[src/sv/bvm_pkg.sv]
// Shared types, codes and constants of the bytecode VM execute unit.
// Depends on nothing; the front end, back end, top level and bench import it.
`timescale 1ns / 1ps

package bvm_pkg;

	// Fixed sizes of the machine.
	localparam int MEM_DEPTH_C   = 4096;
	localparam int STACK_DEPTH_C = 16;
	localparam int DISP_WIDTH_C  = 64;
	localparam int DISP_HEIGHT_C = 32;
	localparam int NUM_REGS_C    = 16;
	localparam int FQ_DEPTH_C    = 2;

	// Reset value of the font base register.
	localparam logic [11:0] FONT_BASE_RST = 12'h050;

	// Command codes of an input transaction.
	localparam logic [1:0] CMD_EXEC = 2'd0;
	localparam logic [1:0] CMD_MWR  = 2'd1;
	localparam logic [1:0] CMD_MRD  = 2'd2;
	localparam logic [1:0] CMD_ROW  = 2'd3;

	// Timer load codes of a result.
	localparam logic [1:0] TW_NONE  = 2'd0;
	localparam logic [1:0] TW_DELAY = 2'd1;
	localparam logic [1:0] TW_SOUND = 2'd2;

	// Input transaction.
	typedef struct packed {
		logic [1:0]  cmd;
		logic [15:0] opcode;
		logic [11:0] mem_address;
		logic [7:0]  mem_data;
		logic [4:0]  row_select;
		logic [15:0] key_mask;
		logic [7:0]  rnd_byte;
		logic [7:0]  delay_now;
	} in_t;

	// Result transaction.
	typedef struct packed {
		logic [11:0] next_pc;
		logic [15:0] index_value;
		logic [7:0]  read_byte;
		logic [63:0] row_bits;
		logic [1:0]  timer_write;
		logic [7:0]  timer_value;
		logic        waiting_key;
		logic        status;
	} out_t;

	// Operation class assigned by the front end.
	typedef enum logic [4:0] {
		K_MWR, K_MRD, K_ROW, K_BAD,
		K_CLS, K_RET, K_JP, K_CALL, K_SE, K_SNE, K_SER, K_LD, K_ADD, K_ALU,
		K_SNER, K_LDI, K_JPV, K_RND, K_DRW, K_SKP, K_SKNP,
		K_LDDT, K_WKEY, K_SDT, K_SST, K_ADDI, K_FONT, K_BCD, K_STO, K_LOD
	} kind_t;

	// Queue entry between front and back.
	typedef struct packed {
		kind_t kind;
		in_t   item;
	} qent_t;

	// Memory port request from the back end.
	typedef struct packed {
		logic        we;
		logic [11:0] waddr;
		logic [7:0]  wdata;
		logic [11:0] raddr;
	} mem_req_t;

endpackage

[src/sv/bvm_front.sv]
// Front end: accepts input transactions, classifies them and queues them.
// Depends on bvm_pkg.
`timescale 1ns / 1ps

module bvm_front (
	input  logic          clk,
	input  logic          arst_n,
	input  logic          push,
	output logic          full,
	input  bvm_pkg::in_t  item,
	input  logic          deq,
	output logic          q_valid,
	output bvm_pkg::qent_t q_entry
);
	import bvm_pkg::*;

	localparam int PW = $clog2(FQ_DEPTH_C);

	qent_t            ent_q [FQ_DEPTH_C];
	logic [PW-1:0]    wp_q, rp_q;
	logic [PW:0]      cnt_q;
	kind_t            kind;
	logic [3:0]       hi;
	logic [7:0]       kk;
	logic             do_push, do_pop;

	// Classify the incoming transaction.
	always_comb begin
		hi = item.opcode[15:12];
		kk = item.opcode[7:0];
		kind = K_BAD;
		case (item.cmd)
			CMD_MWR: kind = K_MWR;
			CMD_MRD: kind = K_MRD;
			CMD_ROW: kind = K_ROW;
			default: begin
				case (hi)
					4'h0: kind = (kk == 8'hE0) ? K_CLS : ((kk == 8'hEE) ? K_RET : K_BAD);
					4'h1: kind = K_JP;
					4'h2: kind = K_CALL;
					4'h3: kind = K_SE;
					4'h4: kind = K_SNE;
					4'h5: kind = K_SER;
					4'h6: kind = K_LD;
					4'h7: kind = K_ADD;
					4'h8: begin
						case (item.opcode[3:0])
							4'h0, 4'h1, 4'h2, 4'h3, 4'h4, 4'h5, 4'h6, 4'h7, 4'hE: kind = K_ALU;
							default: kind = K_BAD;
						endcase
					end
					4'h9: kind = K_SNER;
					4'hA: kind = K_LDI;
					4'hB: kind = K_JPV;
					4'hC: kind = K_RND;
					4'hD: kind = K_DRW;
					4'hE: kind = (kk == 8'h9E) ? K_SKP : ((kk == 8'hA1) ? K_SKNP : K_BAD);
					default: begin
						case (kk)
							8'h07: kind = K_LDDT;
							8'h0A: kind = K_WKEY;
							8'h15: kind = K_SDT;
							8'h18: kind = K_SST;
							8'h1E: kind = K_ADDI;
							8'h29: kind = K_FONT;
							8'h33: kind = K_BCD;
							8'h55: kind = K_STO;
							8'h65: kind = K_LOD;
							default: kind = K_BAD;
						endcase
					end
				endcase
			end
		endcase
	end

	assign full    = (cnt_q == (PW+1)'(FQ_DEPTH_C));
	assign q_valid = (cnt_q != '0);
	assign q_entry = ent_q[rp_q];
	assign do_push = push && !full;
	assign do_pop  = deq && q_valid;

	// Queue pointers and fill count.
	always_ff @(posedge clk or negedge arst_n) begin
		if (!arst_n) begin
			wp_q  <= '0;
			rp_q  <= '0;
			cnt_q <= '0;
		end else begin
			if (do_push) begin
				wp_q <= (wp_q == PW'(FQ_DEPTH_C-1)) ? '0 : wp_q + 1'b1;
			end
			if (do_pop) begin
				rp_q <= (rp_q == PW'(FQ_DEPTH_C-1)) ? '0 : rp_q + 1'b1;
			end
			if (do_push && !do_pop) begin
				cnt_q <= cnt_q + 1'b1;
			end else if (do_pop && !do_push) begin
				cnt_q <= cnt_q - 1'b1;
			end
		end
	end

	// Queue storage.
	always_ff @(posedge clk) begin
		if (do_push) begin
			ent_q[wp_q] <= '{kind: kind, item: item};
		end
	end

endmodule

[config.mk]
export PLATFORM = sky130hd
export DESIGN_NAME = bvm_front
export DESIGN_NICKNAME = d
export VERILOG_FILES = /design/src/sv/bvm_pkg.sv /design/src/sv/bvm_front.sv
export SDC_FILE = /design/constraint.sdc
export NUM_CORES = 1
export LEC_CHECK = 0
export BUFFER_PORTS_ARGS = -buffer_cell sky130_fd_sc_hd__buf_2
export CAP_MARGIN = 20
export CORE_MARGIN = 4
export CORE_UTILIZATION = 40
export CTS_CLUSTER_DIAMETER = 100
export DETAILED_ROUTE_END_ITERATION = 6
export PLACE_DENSITY_LB_ADDON = 0.2
export SLEW_MARGIN = 10
export SYNTH_ARGS = -nofsm -noshare
export SYNTH_HDL_FRONTEND = slang
export SYNTH_SLANG_ARGS = --single-unit
[constraint.sdc]
create_clock -name clk -period 5.8 [get_ports clk]
set_clock_uncertainty 0.2 [all_clocks]
set_input_delay 1.16 -clock clk [delete_from_list [all_inputs] [get_ports clk]]
set_output_delay 1.16 -clock clk [all_outputs]
set_load 0.005 [all_outputs]
### Yosys cells after proc, flatten, opt, wreduce, memory -nomap -nowiden

Memory sizes are Yosys's and may differ from the RTL's.
Index checks and enable logic that the tools add are counted.

* divide/modulo/power cells: 0
* eq/ne operators: 31
* bitwise operators: 0
* reductions and logical operators: 10
* shift-type cells: 0
* magnitude comparators: 0
* multiplexer cells: 13
* multiply operators: 0
* add/subtract/negate cells: 4

Operators with widths (count)
* 5-bit one-hot mux with 15 select lines: 1
* 5-bit one-hot mux with 9 select lines: 1
* 8-bit == test (second input constant): 4
* 4-bit == test (second input constant): 7
* 8-bit by 5-bit == test with 1-bit output (second input constant): 3
* 4-bit by 3-bit == test with 1-bit output (second input constant): 4
* 8-bit by 6-bit == test with 1-bit output (second input constant): 2
* 8-bit by 7-bit == test with 1-bit output (second input constant): 2
* 5-bit one-hot mux with 3 select lines: 1
* 5-bit two-way mux: 2
* 4-bit by 2-bit == test with 1-bit output (second input constant): 2
* 8-bit by 3-bit == test with 1-bit output (second input constant): 1
* 8-bit by 4-bit == test with 1-bit output (second input constant): 1
* 2-bit == test (second input constant): 3
* 3-bit two-way mux: 2
* 4-bit by 1-bit == test with 1-bit output (second input constant): 1
* 1-bit logical AND: 4
* 4-bit zero test: 1
* 1-bit two-way mux: 4
* 2-bit two-way mux: 2
* 2-bit nonzero test: 2
* 1-bit zero test: 3
* 1-bit adder (second input constant): 2
* 2-bit by 1-bit adder with 2-bit output (second input constant): 1
* 2 further kinds: 2

* register bits after elaboration: 4
* memories kept: 2
* output and inout port bits: 82
* bits in latches: 0
* bits in writable memories: 160
* bits in read-only memories: 48

Memory list
* ent_q: depth 2, width 80, read ports 1, clocked after memory_dff 0, write ports 1, RTL line bvm_front.sv:19 `qent_t ent_q [FQ_DEPTH_C];`
* (no name shown): depth 16, width 3, read ports 1, clocked after memory_dff 0, write ports 0, RTL line bvm_front.sv:47 `case (item.opcode[3:0])`

### Depth between registers and ports, before layout

Gate-level depths: netlist of run 1.

* depth in word-level cells: 7
* mapped depth: 7
* mapped depth without buffers: 7

### Worst setup path after synthesis of run 1

Ideal clock, no wire load.

* path type: input-to-reg
* from: input push
* to: memory ent_q[0][0] in the netlist's numbering (enable)
* data required time: 5.081 ns
* stages on the path: 2
* library setup time: 0.519 ns
* slack: 0.496 ns
* arrival time: 4.585 ns
* cell sequence: nand2_1 -> nor2_1

* word-level cells in the longest chain between the ends: 3

RTL lines
* start: declaration: RTL line bvm_front.sv:8 `input logic push,`
* 1-bit logical AND: RTL line bvm_front.sv:80 `assign do_push = push && !full;`
* 1-bit two-way mux: RTL line bvm_front.sv:106 `if (do_push) begin`
* 1-bit two-way mux (implied by the code): RTL line bvm_front.sv:107 `ent_q[wp_q] <= '{kind: kind, item: item};`
* end: declaration: RTL line bvm_front.sv:19

No other way between the ends.

==> results.rst, run 1 <==
.. list-table::
   :header-rows: 1

   * - Metric
     - Value
   * - Count of state elements after synthesis
     - 164
   * - Final design instance area without fill
     - 8220 µm²
   * - Aggregate negative setup slack
     - 0 ns
   * - Placed Instances
     - 718
   * - Wire length on met1
     - 5.28 mm
   * - Combined area of the multi-input logic cells
     - 1540 µm²
   * - Number of setup buffers added after CTS
     - 0
   * - Cell taking the most area after synthesis
     - edfxtp_1
   * - Post-DP HPWL
     - 8.35 mm
   * - Vertical extent of the die
     - 136 µm
   * - Row count
     - 46
   * - Main flop type after synthesis
     - edfxtp_1
   * - Number of nets in the layout
     - 603
   * - Yosys Warn Count
     - 0
   * - Storage element area
     - 4910 µm²
   * - Post-synth EDFFs
     - 160
   * - Synthesis-to-layout area growth
     - 26.2%
   * - Mapped Area
     - 6510 µm²
   * - R2R cell count
     - 3
   * - Endpoint type of the worst setup path
     - primary output
   * - Largest stage delay on the critical path
     - 0.66 ns
   * - Number of different library cells in the post-synthesis netlist
     - 46
   * - Switch share
     - 26.9%
   * - Routed wirelength normalized by instance count
     - 17.0 µm
   * - Layout cells sized above 1
     - 53.0%
   * - Via density per instance
     - 4.95
   * - Worst Max-Slew Pin Slew
     - 0.711 ns
   * - Post-Place Cell Area
     - 7560 µm²
   * - Critical path cell sequence
     - buf_16, mux2_2, buf_2
   * - Run status
     - finished, final reports clean
   * - CTS clk-pin slew, worst paths
     - 0.06 ns
   * - Crit path max-delay cell type
     - dfrtp_4
   * - Uppermost layer routed
     - met4
   * - Slew headroom
     - 52.6%
   * - Width of the chip
     - 136 µm
   * - Worst voltage drop across the vdd grid
     - 0.208 mV
   * - Peak clock frequency supported by timing
     - 301 MHz
   * - Remaining global-route overflow
     - 0
   * - Final period util
     - 57.3%
   * - Pin count of the biggest net entering global routing
     - 82
   * - Internal power contribution
     - 2.82 mW
   * - Met2 wire len
     - 6.37 mm
   * - Crit Path Max Fanout
     - 58
   * - Final weighted congestion of routability-driven global placement
     - 0.781
   * - Worst min-delay path startpoint
     - cnt_q[1]$_DFFE_PN0P_
   * - Detailed-routed wire length on met3
     - 999 µm
   * - Combinational share of power
     - 26.4%
   * - Dominant cell by count in the synthesized netlist
     - edfxtp_1
   * - Cell types with the highest counts after synthesis
     - 160 x edfxtp_1, 80 x mux2_2, 14 x clkbuf_1
   * - Insertion delay to the later sink of the worst-skew pair
     - 0.40 ns
   * - Total track usage
     - 13.9%
   * - TritonCTS clock tree
     - yes
   * - Number of cells traversed by the worst hold path
     - 1
   * - Count of fill cells added during filler insertion
     - 1383
   * - Final routed wirelength across all metal layers
     - 12.8 mm
   * - Type of origin of the critical path
     - flop
   * - Min Clock Period, post-route
     - 3.33 ns
   * - Total via count after detailed routing
     - 3724
   * - Req. time, crit path
     - 4.44 ns
   * - Antenna violations before repair
     - 0
   * - Syn Area/Cell
     - 18.3 µm²
   * - Leading cell types by total area after synthesis
     - edfxtp_1 74%, mux2_2 14%, dfrtp_1 1.5%
   * - Register-to-register setup slack
     - 3.51 ns
   * - Ys async rst share
     - 2.44%
   * - Hold buffer count at CTS
     - 0
   * - Drt first pass iters
     - 4
   * - Endpoint of the worst hold-timing path
     - cnt_q[1]$_DFFE_PN0P_
   * - Final count of negative-setup-slack endpoints
     - 0
   * - Type of the tightest min-delay check
     - reg -> reg
   * - DIE AREA
     - 18400 µm²
   * - Mapped Nets
     - 436
   * - Number of buffers inserted during clock tree synthesis
     - 17
   * - Vias in the first global route
     - 3860
   * - Unrepaired setup endpoints after global routing
     - no
   * - Clk Tree Root Cell
     - clkbuf_16
   * - Number of instances in the synthesized netlist
     - 356
   * - Power Dens Cells
     - 470 nW/µm²
   * - Share of the synthesized area in the top cell type
     - 73.8%
   * - Core outline area
     - 15900 µm²
   * - Flop pwr share
     - 44.6%
   * - Post-route ant nets
     - 0
   * - Destination of the worst register-to-register timing path
     - ent_q[1][23]$_DFFE_PP_
   * - Number of max-cap violations
     - 0
   * - Remaining routing DRC violations
     - 0
   * - Sequential share of the synthesized area
     - 75.3%
   * - Max-slew violations
     - 0
   * - Quantity of I/O buffers inserted on ports
     - 160
   * - Number of hold violations in the final report
     - 0
   * - Startpoint of the most critical register-to-register path
     - cnt_q[0]$_DFFE_PN0P_
   * - Count of routing violations after the opening detailed-route iteration
     - 197
   * - Clock group share of total power
     - 29.1%
   * - Switching pwr
     - 1.04 mW
   * - Wire length of the first global-routing pass
     - 19.5 mm
   * - H-Tree Depth
     - 4
   * - # clock sinks
     - 164
   * - Initial standard-cell utilization of the core
     - 40.8%
   * - Final non-filler cell total
     - 753
   * - Max Root-Sink Buffers
     - 2
   * - Number of I/O pins
     - 161
   * - Resize count post-CTS
     - 0
   * - Data arrival time of the critical path
     - 1.97 ns
   * - Cell leakage power
     - 3.03 nW
   * - Setup Crit Path Kind
     - reg -> out
## through the flow
stage | setup WS (ns) | power, mW | utilization [%] | hold slack [ns]
after floorplan | 0.496 | 2.33 | - | 0.256
after global placement | 2.62 | 2.76 | 47.4 | 0.270
after detailed placement | 2.60 | 2.77 | 47.4 | 0.290
after CTS | 2.18 | 3.91 | 51.2 | 0.300
after global routing | 2.38 | 4.07 | 51.5 | 0.322
final | 2.47 | 3.86 | 51.5 | 0.297
## layout make-up
| class | instances | area share, % |
|---|---|---|
| diodes | 1 | 0.0305 |
| clock buffers | 17 | 5.18 |
| clock inverters | 15 | 2.18 |
| inverters | 4 | 0.183 |
| multi-input cells | 172 | 18.8 |
| flip-flops and latches | 164 | 59.7 |
| well taps | 216 | 3.29 |
| repair buffers | 164 | 10.7 |
## metal layers
layer  vias up  global-route usage (%)
met5         -                       0
met4         0                    4.65
met3        13                    4.64
met2       137                    23.7
met1      1821                    16.7
li1       1753                       -
## placed cells by master, fill, tap and decap left out, types with 3 or more instances in the layout
cell type	instances
edfxtp_1	160
buf_2	160
mux2_2	80
clkbuf_16	17
nand2_1	10
nand3_1	7
nor2_1	6
nand2b_1	5
xor2_1	4
xnor2_1	4
nor4_1	4
inv_1	4
a21oi_1	4
clkinv_2	4
clkinv_4	4
nand4_1	3
nor3b_1	3
o211ai_1	3
bufinv_16	3
inv_6	3
dfrtp_1	3
## registers in the layout, summed over array words and instances (netlist names)
name   count
ent_q    160
wp_q       1
cnt_q      2
rp_q       1
## worst max-delay path: cells and delay by family, from the launching register on
family,cells,cell delay [ns]
flip-flops,1,0.66
buffers and inverters,2,0.45
multiplexers,1,0.39
## worst max path at each step
stage,end,startpoint,slack [ns]
after floorplan,ent_q[0][0]$_DFFE_PP_,push,0.50
after global placement,ent_q[0][0]$_DFFE_PP_,push,2.62
after detailed placement,ent_q[0][20]$_DFFE_PP_,push,2.60
after CTS,q_entry[44],rp_q$_DFFE_PN0P_,2.18
after global routing,q_entry[54],rp_q$_DFFE_PN0P_,2.38
final,q_entry[10],rp_q$_DFFE_PN0P_,2.47
## power groups by stage
stage	Combinational, mW	Clock [mW]	Sequential [mW]
after floorplan	0.620	0	1.71
after global placement	0.936	0	1.82
after detailed placement	0.935	0	1.83
after CTS	0.942	1.15	1.81
after global routing	1.11	1.21	1.75
final	1.02	1.12	1.72
## cell families after synthesis
group | count (synthesis) | share of synthesized area (%)
DFF | 164 | 75.3
muxes | 81 | 14.0
and+or+nand+nor | 59 | 5.67
AOI/OAI and AO/OA | 23 | 2.56
buffers and inverters | 20 | 1.19
xor gates and xnor gates | 8 | 1.08
adders and majority gates | 1 | 0.192
Note: power is estimated with default switching activity, not from simulation.
==> run 2: changes to the inputs <==
--- a/config.mk
+++ b/config.mk
@@ -5,6 +5,7 @@
 export SDC_FILE = /design/constraint.sdc
 export NUM_CORES = 1
 export LEC_CHECK = 0
+export ABC_AREA = 1
 export BUFFER_PORTS_ARGS = -buffer_cell sky130_fd_sc_hd__buf_2
 export CAP_MARGIN = 20
 export CORE_MARGIN = 4
==> constraint.sdc (replaced) <==
create_clock -name clk -period 2.8 [get_ports clk]
set_clock_uncertainty 0.2 [all_clocks]
set_input_delay 0.56 -clock clk [delete_from_list [all_inputs] [get_ports clk]]
set_output_delay 0.56 -clock clk [all_outputs]
set_load 0.005 [all_outputs]
==> run 2 against run 1 <==
Clock power up 120%. Sequential power up 100%. Highest routed layer unchanged. Wire length up 7.7%. Worst setup slack worse by 2.1 ns. Count of clock-buffer cells in the layout up 6. Cell count up 28%. Flip-flop and latch count unchanged. Register-to-register slack worse by 2.9 ns. Synthesized cell count up 58%. Design area up 1.2%. Critical path type unchanged.
==> results.rst, run 2 <==
.. list-table::
   :header-rows: 1

   * - Metric
     - Value
   * - CTS clk-pin slew, worst paths
     - 0.06 ns
   * - Mapped Area
     - 6520 µm²
   * - Post-route ant nets
     - 0
   * - Post-synth EDFFs
     - 160
   * - Number of max-cap violations
     - 0
   * - Number of instances in the synthesized netlist
     - 562
   * - Type of the tightest min-delay check
     - in -> reg
   * - Width of the chip
     - 136 µm
   * - Insertion delay to the later sink of the worst-skew pair
     - 0.42 ns
   * - Routed wirelength normalized by instance count
     - 14.4 µm
   * - H-Tree Depth
     - 4
   * - Power Dens Cells
     - 1010 nW/µm²
   * - Count of fill cells added during filler insertion
     - 1431
   * - Number of I/O pins
     - 161
   * - Met2 track demand over resource in global routing
     - 25.9%
   * - Crit path max-delay cell type
     - buf_4
   * - Cell types with the highest counts after synthesis
     - 281 x nand2_1, 160 x edfxtp_1, 28 x nor2_1
   * - Largest stage delay on the critical path
     - 0.44 ns
   * - Post-DP HPWL
     - 9.19 mm
   * - Max-slew violations
     - 0
   * - Row count
     - 46
   * - Clk Tree Root Cell
     - clkbuf_16
   * - Type of origin of the critical path
     - flop
   * - Final period util
     - 88.0%
   * - Leading cell types by total area after synthesis
     - edfxtp_1 74%, nand2_1 16%, nor2_1 1.6%
   * - Final weighted congestion of routability-driven global placement
     - 0.890
   * - Final routed wirelength across all metal layers
     - 13.8 mm
   * - Min Clock Period, post-route
     - 2.46 ns
   * - Main flop type after synthesis
     - edfxtp_1
   * - Total track usage
     - 15.4%
   * - Met3 track utilization from global routing
     - 5.05%
   * - # clock sinks
     - 164
   * - Flip-flop count of the largest register after layout
     - 160
   * - Pin count of the biggest net entering global routing
     - 81
   * - Setup Crit Path Kind
     - reg -> out
   * - Core outline area
     - 15900 µm²
   * - Req. time, crit path
     - 2.04 ns
   * - Total via count after detailed routing
     - 4408
   * - Final count of negative-setup-slack endpoints
     - 0
   * - Cell family contributing the most delay on the critical path
     - buffers and inverters
   * - Max Root-Sink Buffers
     - 2
   * - Sequential share of the synthesized area
     - 75.2%
   * - Quantity of I/O buffers inserted on ports
     - 160
   * - Highest-utilization routing layer at the global route stage
     - met2
   * - Number of setup buffers added after CTS
     - 0
   * - Worst Max-Slew Pin Slew
     - 0.715 ns
   * - Most common library cell in the layout ignoring fill and taps
     - nand2_1
   * - Crit Path Max Fanout
     - 49
   * - Count of routing violations after the opening detailed-route iteration
     - 222
   * - Peak clock frequency supported by timing
     - 406 MHz
   * - WP buf/inv
     - 3
   * - Remaining routing DRC violations
     - 0
   * - Library cell appearing most often on the critical path
     - nand2_1
   * - DIE AREA
     - 18400 µm²
   * - Mapped Nets
     - 642
   * - Diodes inserted
     - 0
   * - Dominant cell by count in the synthesized netlist
     - nand2_1
   * - Syn Area/Cell
     - 11.6 µm²
   * - Cell taking the most area after synthesis
     - edfxtp_1
   * - Share of the synthesized area in the top cell type
     - 73.6%
   * - Worst voltage drop across the vdd grid
     - 0.582 mV
   * - Number of hold violations in the final report
     - 0
   * - Vertical extent of the die
     - 136 µm
   * - TritonCTS clock tree
     - yes
   * - Yosys Warn Count
     - 0
   * - Resize count post-CTS
     - 0
   * - Remaining global-route overflow
     - 0
   * - Critical path cell sequence
     - inv_2, buf_4, nand2_1, nand2_1, buf_2
   * - Most used cells in the layout excluding fill and tap cells
     - 281 x nand2_1, 160 x edfxtp_1, 160 x buf_2
   * - Worst hold slack
     - 0.129 ns
   * - Antenna violations before repair
     - 0
   * - Cell leakage power
     - 3.63 nW
   * - Number of buffers inserted during clock tree synthesis
     - 17
   * - Count of state elements after synthesis
     - 164
   * - Ys async rst share
     - 2.44%
   * - Endpoint type of the worst setup path
     - primary output
   * - Number of nets in the layout
     - 812
   * - Initial standard-cell utilization of the core
     - 40.9%
   * - Wire length of the first global-routing pass
     - 21.7 mm
   * - Number of different library cells in the post-synthesis netlist
     - 25
   * - Data arrival time of the critical path
     - 1.70 ns
   * - Drt first pass iters
     - 4
   * - Core utilization of the finished layout
     - 52.2%
   * - Register bank with the most flops
     - ent_q
   * - Regs by FF count
     - ent_q: 160 flops, cnt_q: 2 flops
   * - Via density per instance
     - 4.59
   * - Run status
     - finished, final reports clean
   * - Synthesis-to-layout area growth
     - 27.5%
   * - Vias in the first global route
     - 4375
   * - Slew headroom
     - 51.8%
   * - GR Util met1
     - 18.8%
   * - Unrepaired setup endpoints after global routing
     - no
   * - Layout cells sized above 1
     - 29.1%
==> run 2: worst reg2reg max path, cell delays in order (launching register included) <==
cell	delay [ns]
dfrtp_1	0.42
o21ai_0	0.61
inv_1	0.14
ha_1	0.35
a21oi_1	0.12
o21ai_0	0.12
xor2_1	0.15
==> run 2: area by class of cell <==
cell class,count,area (µm²),area share (%)
Timing Repair Buffer,168,926,11.1
Multi-Input combinational cell,357,1480,17.8
Clock buffer,23,468,5.63
Tap cell,216,270,3.25
Sequential cell,164,4910,59.0
Clock inverter,9,176,2.12
Inverter,24,90.1,1.08
==> run 2: through the flow <==
stage	TNS (ns)	cell area [µm²]	total power [mW]	worst slack (ns)	cells
3_5_place_dp	0	7660	6.02	0.583	928
3_3_place_gp	0	7660	5.97	0.669	928
2_1_floorplan	-105.36	6530	4.81	-0.665	562
6_report	0	8320	8.38	0.337	961
4_1_cts	0	8320	8.53	0.294	961
5_1_grt	0	8320	8.94	0.173	961
==> run 2: where the power goes <==
part / leakage (nW) / total (mW) / internal [mW] / switching (mW)
sequential: 1.53 / 3.48 / 3.35 / 0.132
clock: 0.311 / 2.49 / 1.63 / 0.864
combinational: 1.79 / 2.41 / 0.886 / 1.53
==> run 2: worst paths after layout <==
path                                      start                endpoint  slack [ns]  cells past startpoint
max in group asynchronous                arst_n        rp_q$_DFFE_PN0P_        1.97                      2
hold reg to reg            cnt_q[0]$_DFFE_PN0P_    cnt_q[0]$_DFFE_PN0P_        0.35                      1
min in group asynchronous                arst_n        wp_q$_DFFE_PN0P_        0.30                      2
hold / removal                         item[55]  ent_q[0][55]$_DFFE_PP_        0.13                      1
setup reg to reg           cnt_q[0]$_DFFE_PN0P_    cnt_q[1]$_DFFE_PN0P_        0.58                      6
setup / recovery               rp_q$_DFFE_PN0P_             q_entry[18]        0.34                      5
==> run 2: cell families after synthesis <==
family          count (synthesis)  share of synthesized area (%)
xor+xnor                        3                          0.403
compound gates                 14                           1.17
flops                         164                           75.2
fa+ha+maj                       1                          0.192
buf+inv                        41                           2.36
simple gates                  339                           20.7
==> run 2: metal layers <==
layer / vias up / routed length [µm]
met5: - / 0
met4: 0 / 174
met3: 17 / 925
met2: 134 / 6820
met1: 2046 / 5890
li1: 2211 / -
==> run 2: repair_timing <==
action                     4_1_cts  5_1_grt
setup endpoints to repair        0        0
hold endpoints to repair         4        0
hold buffers                     1        0
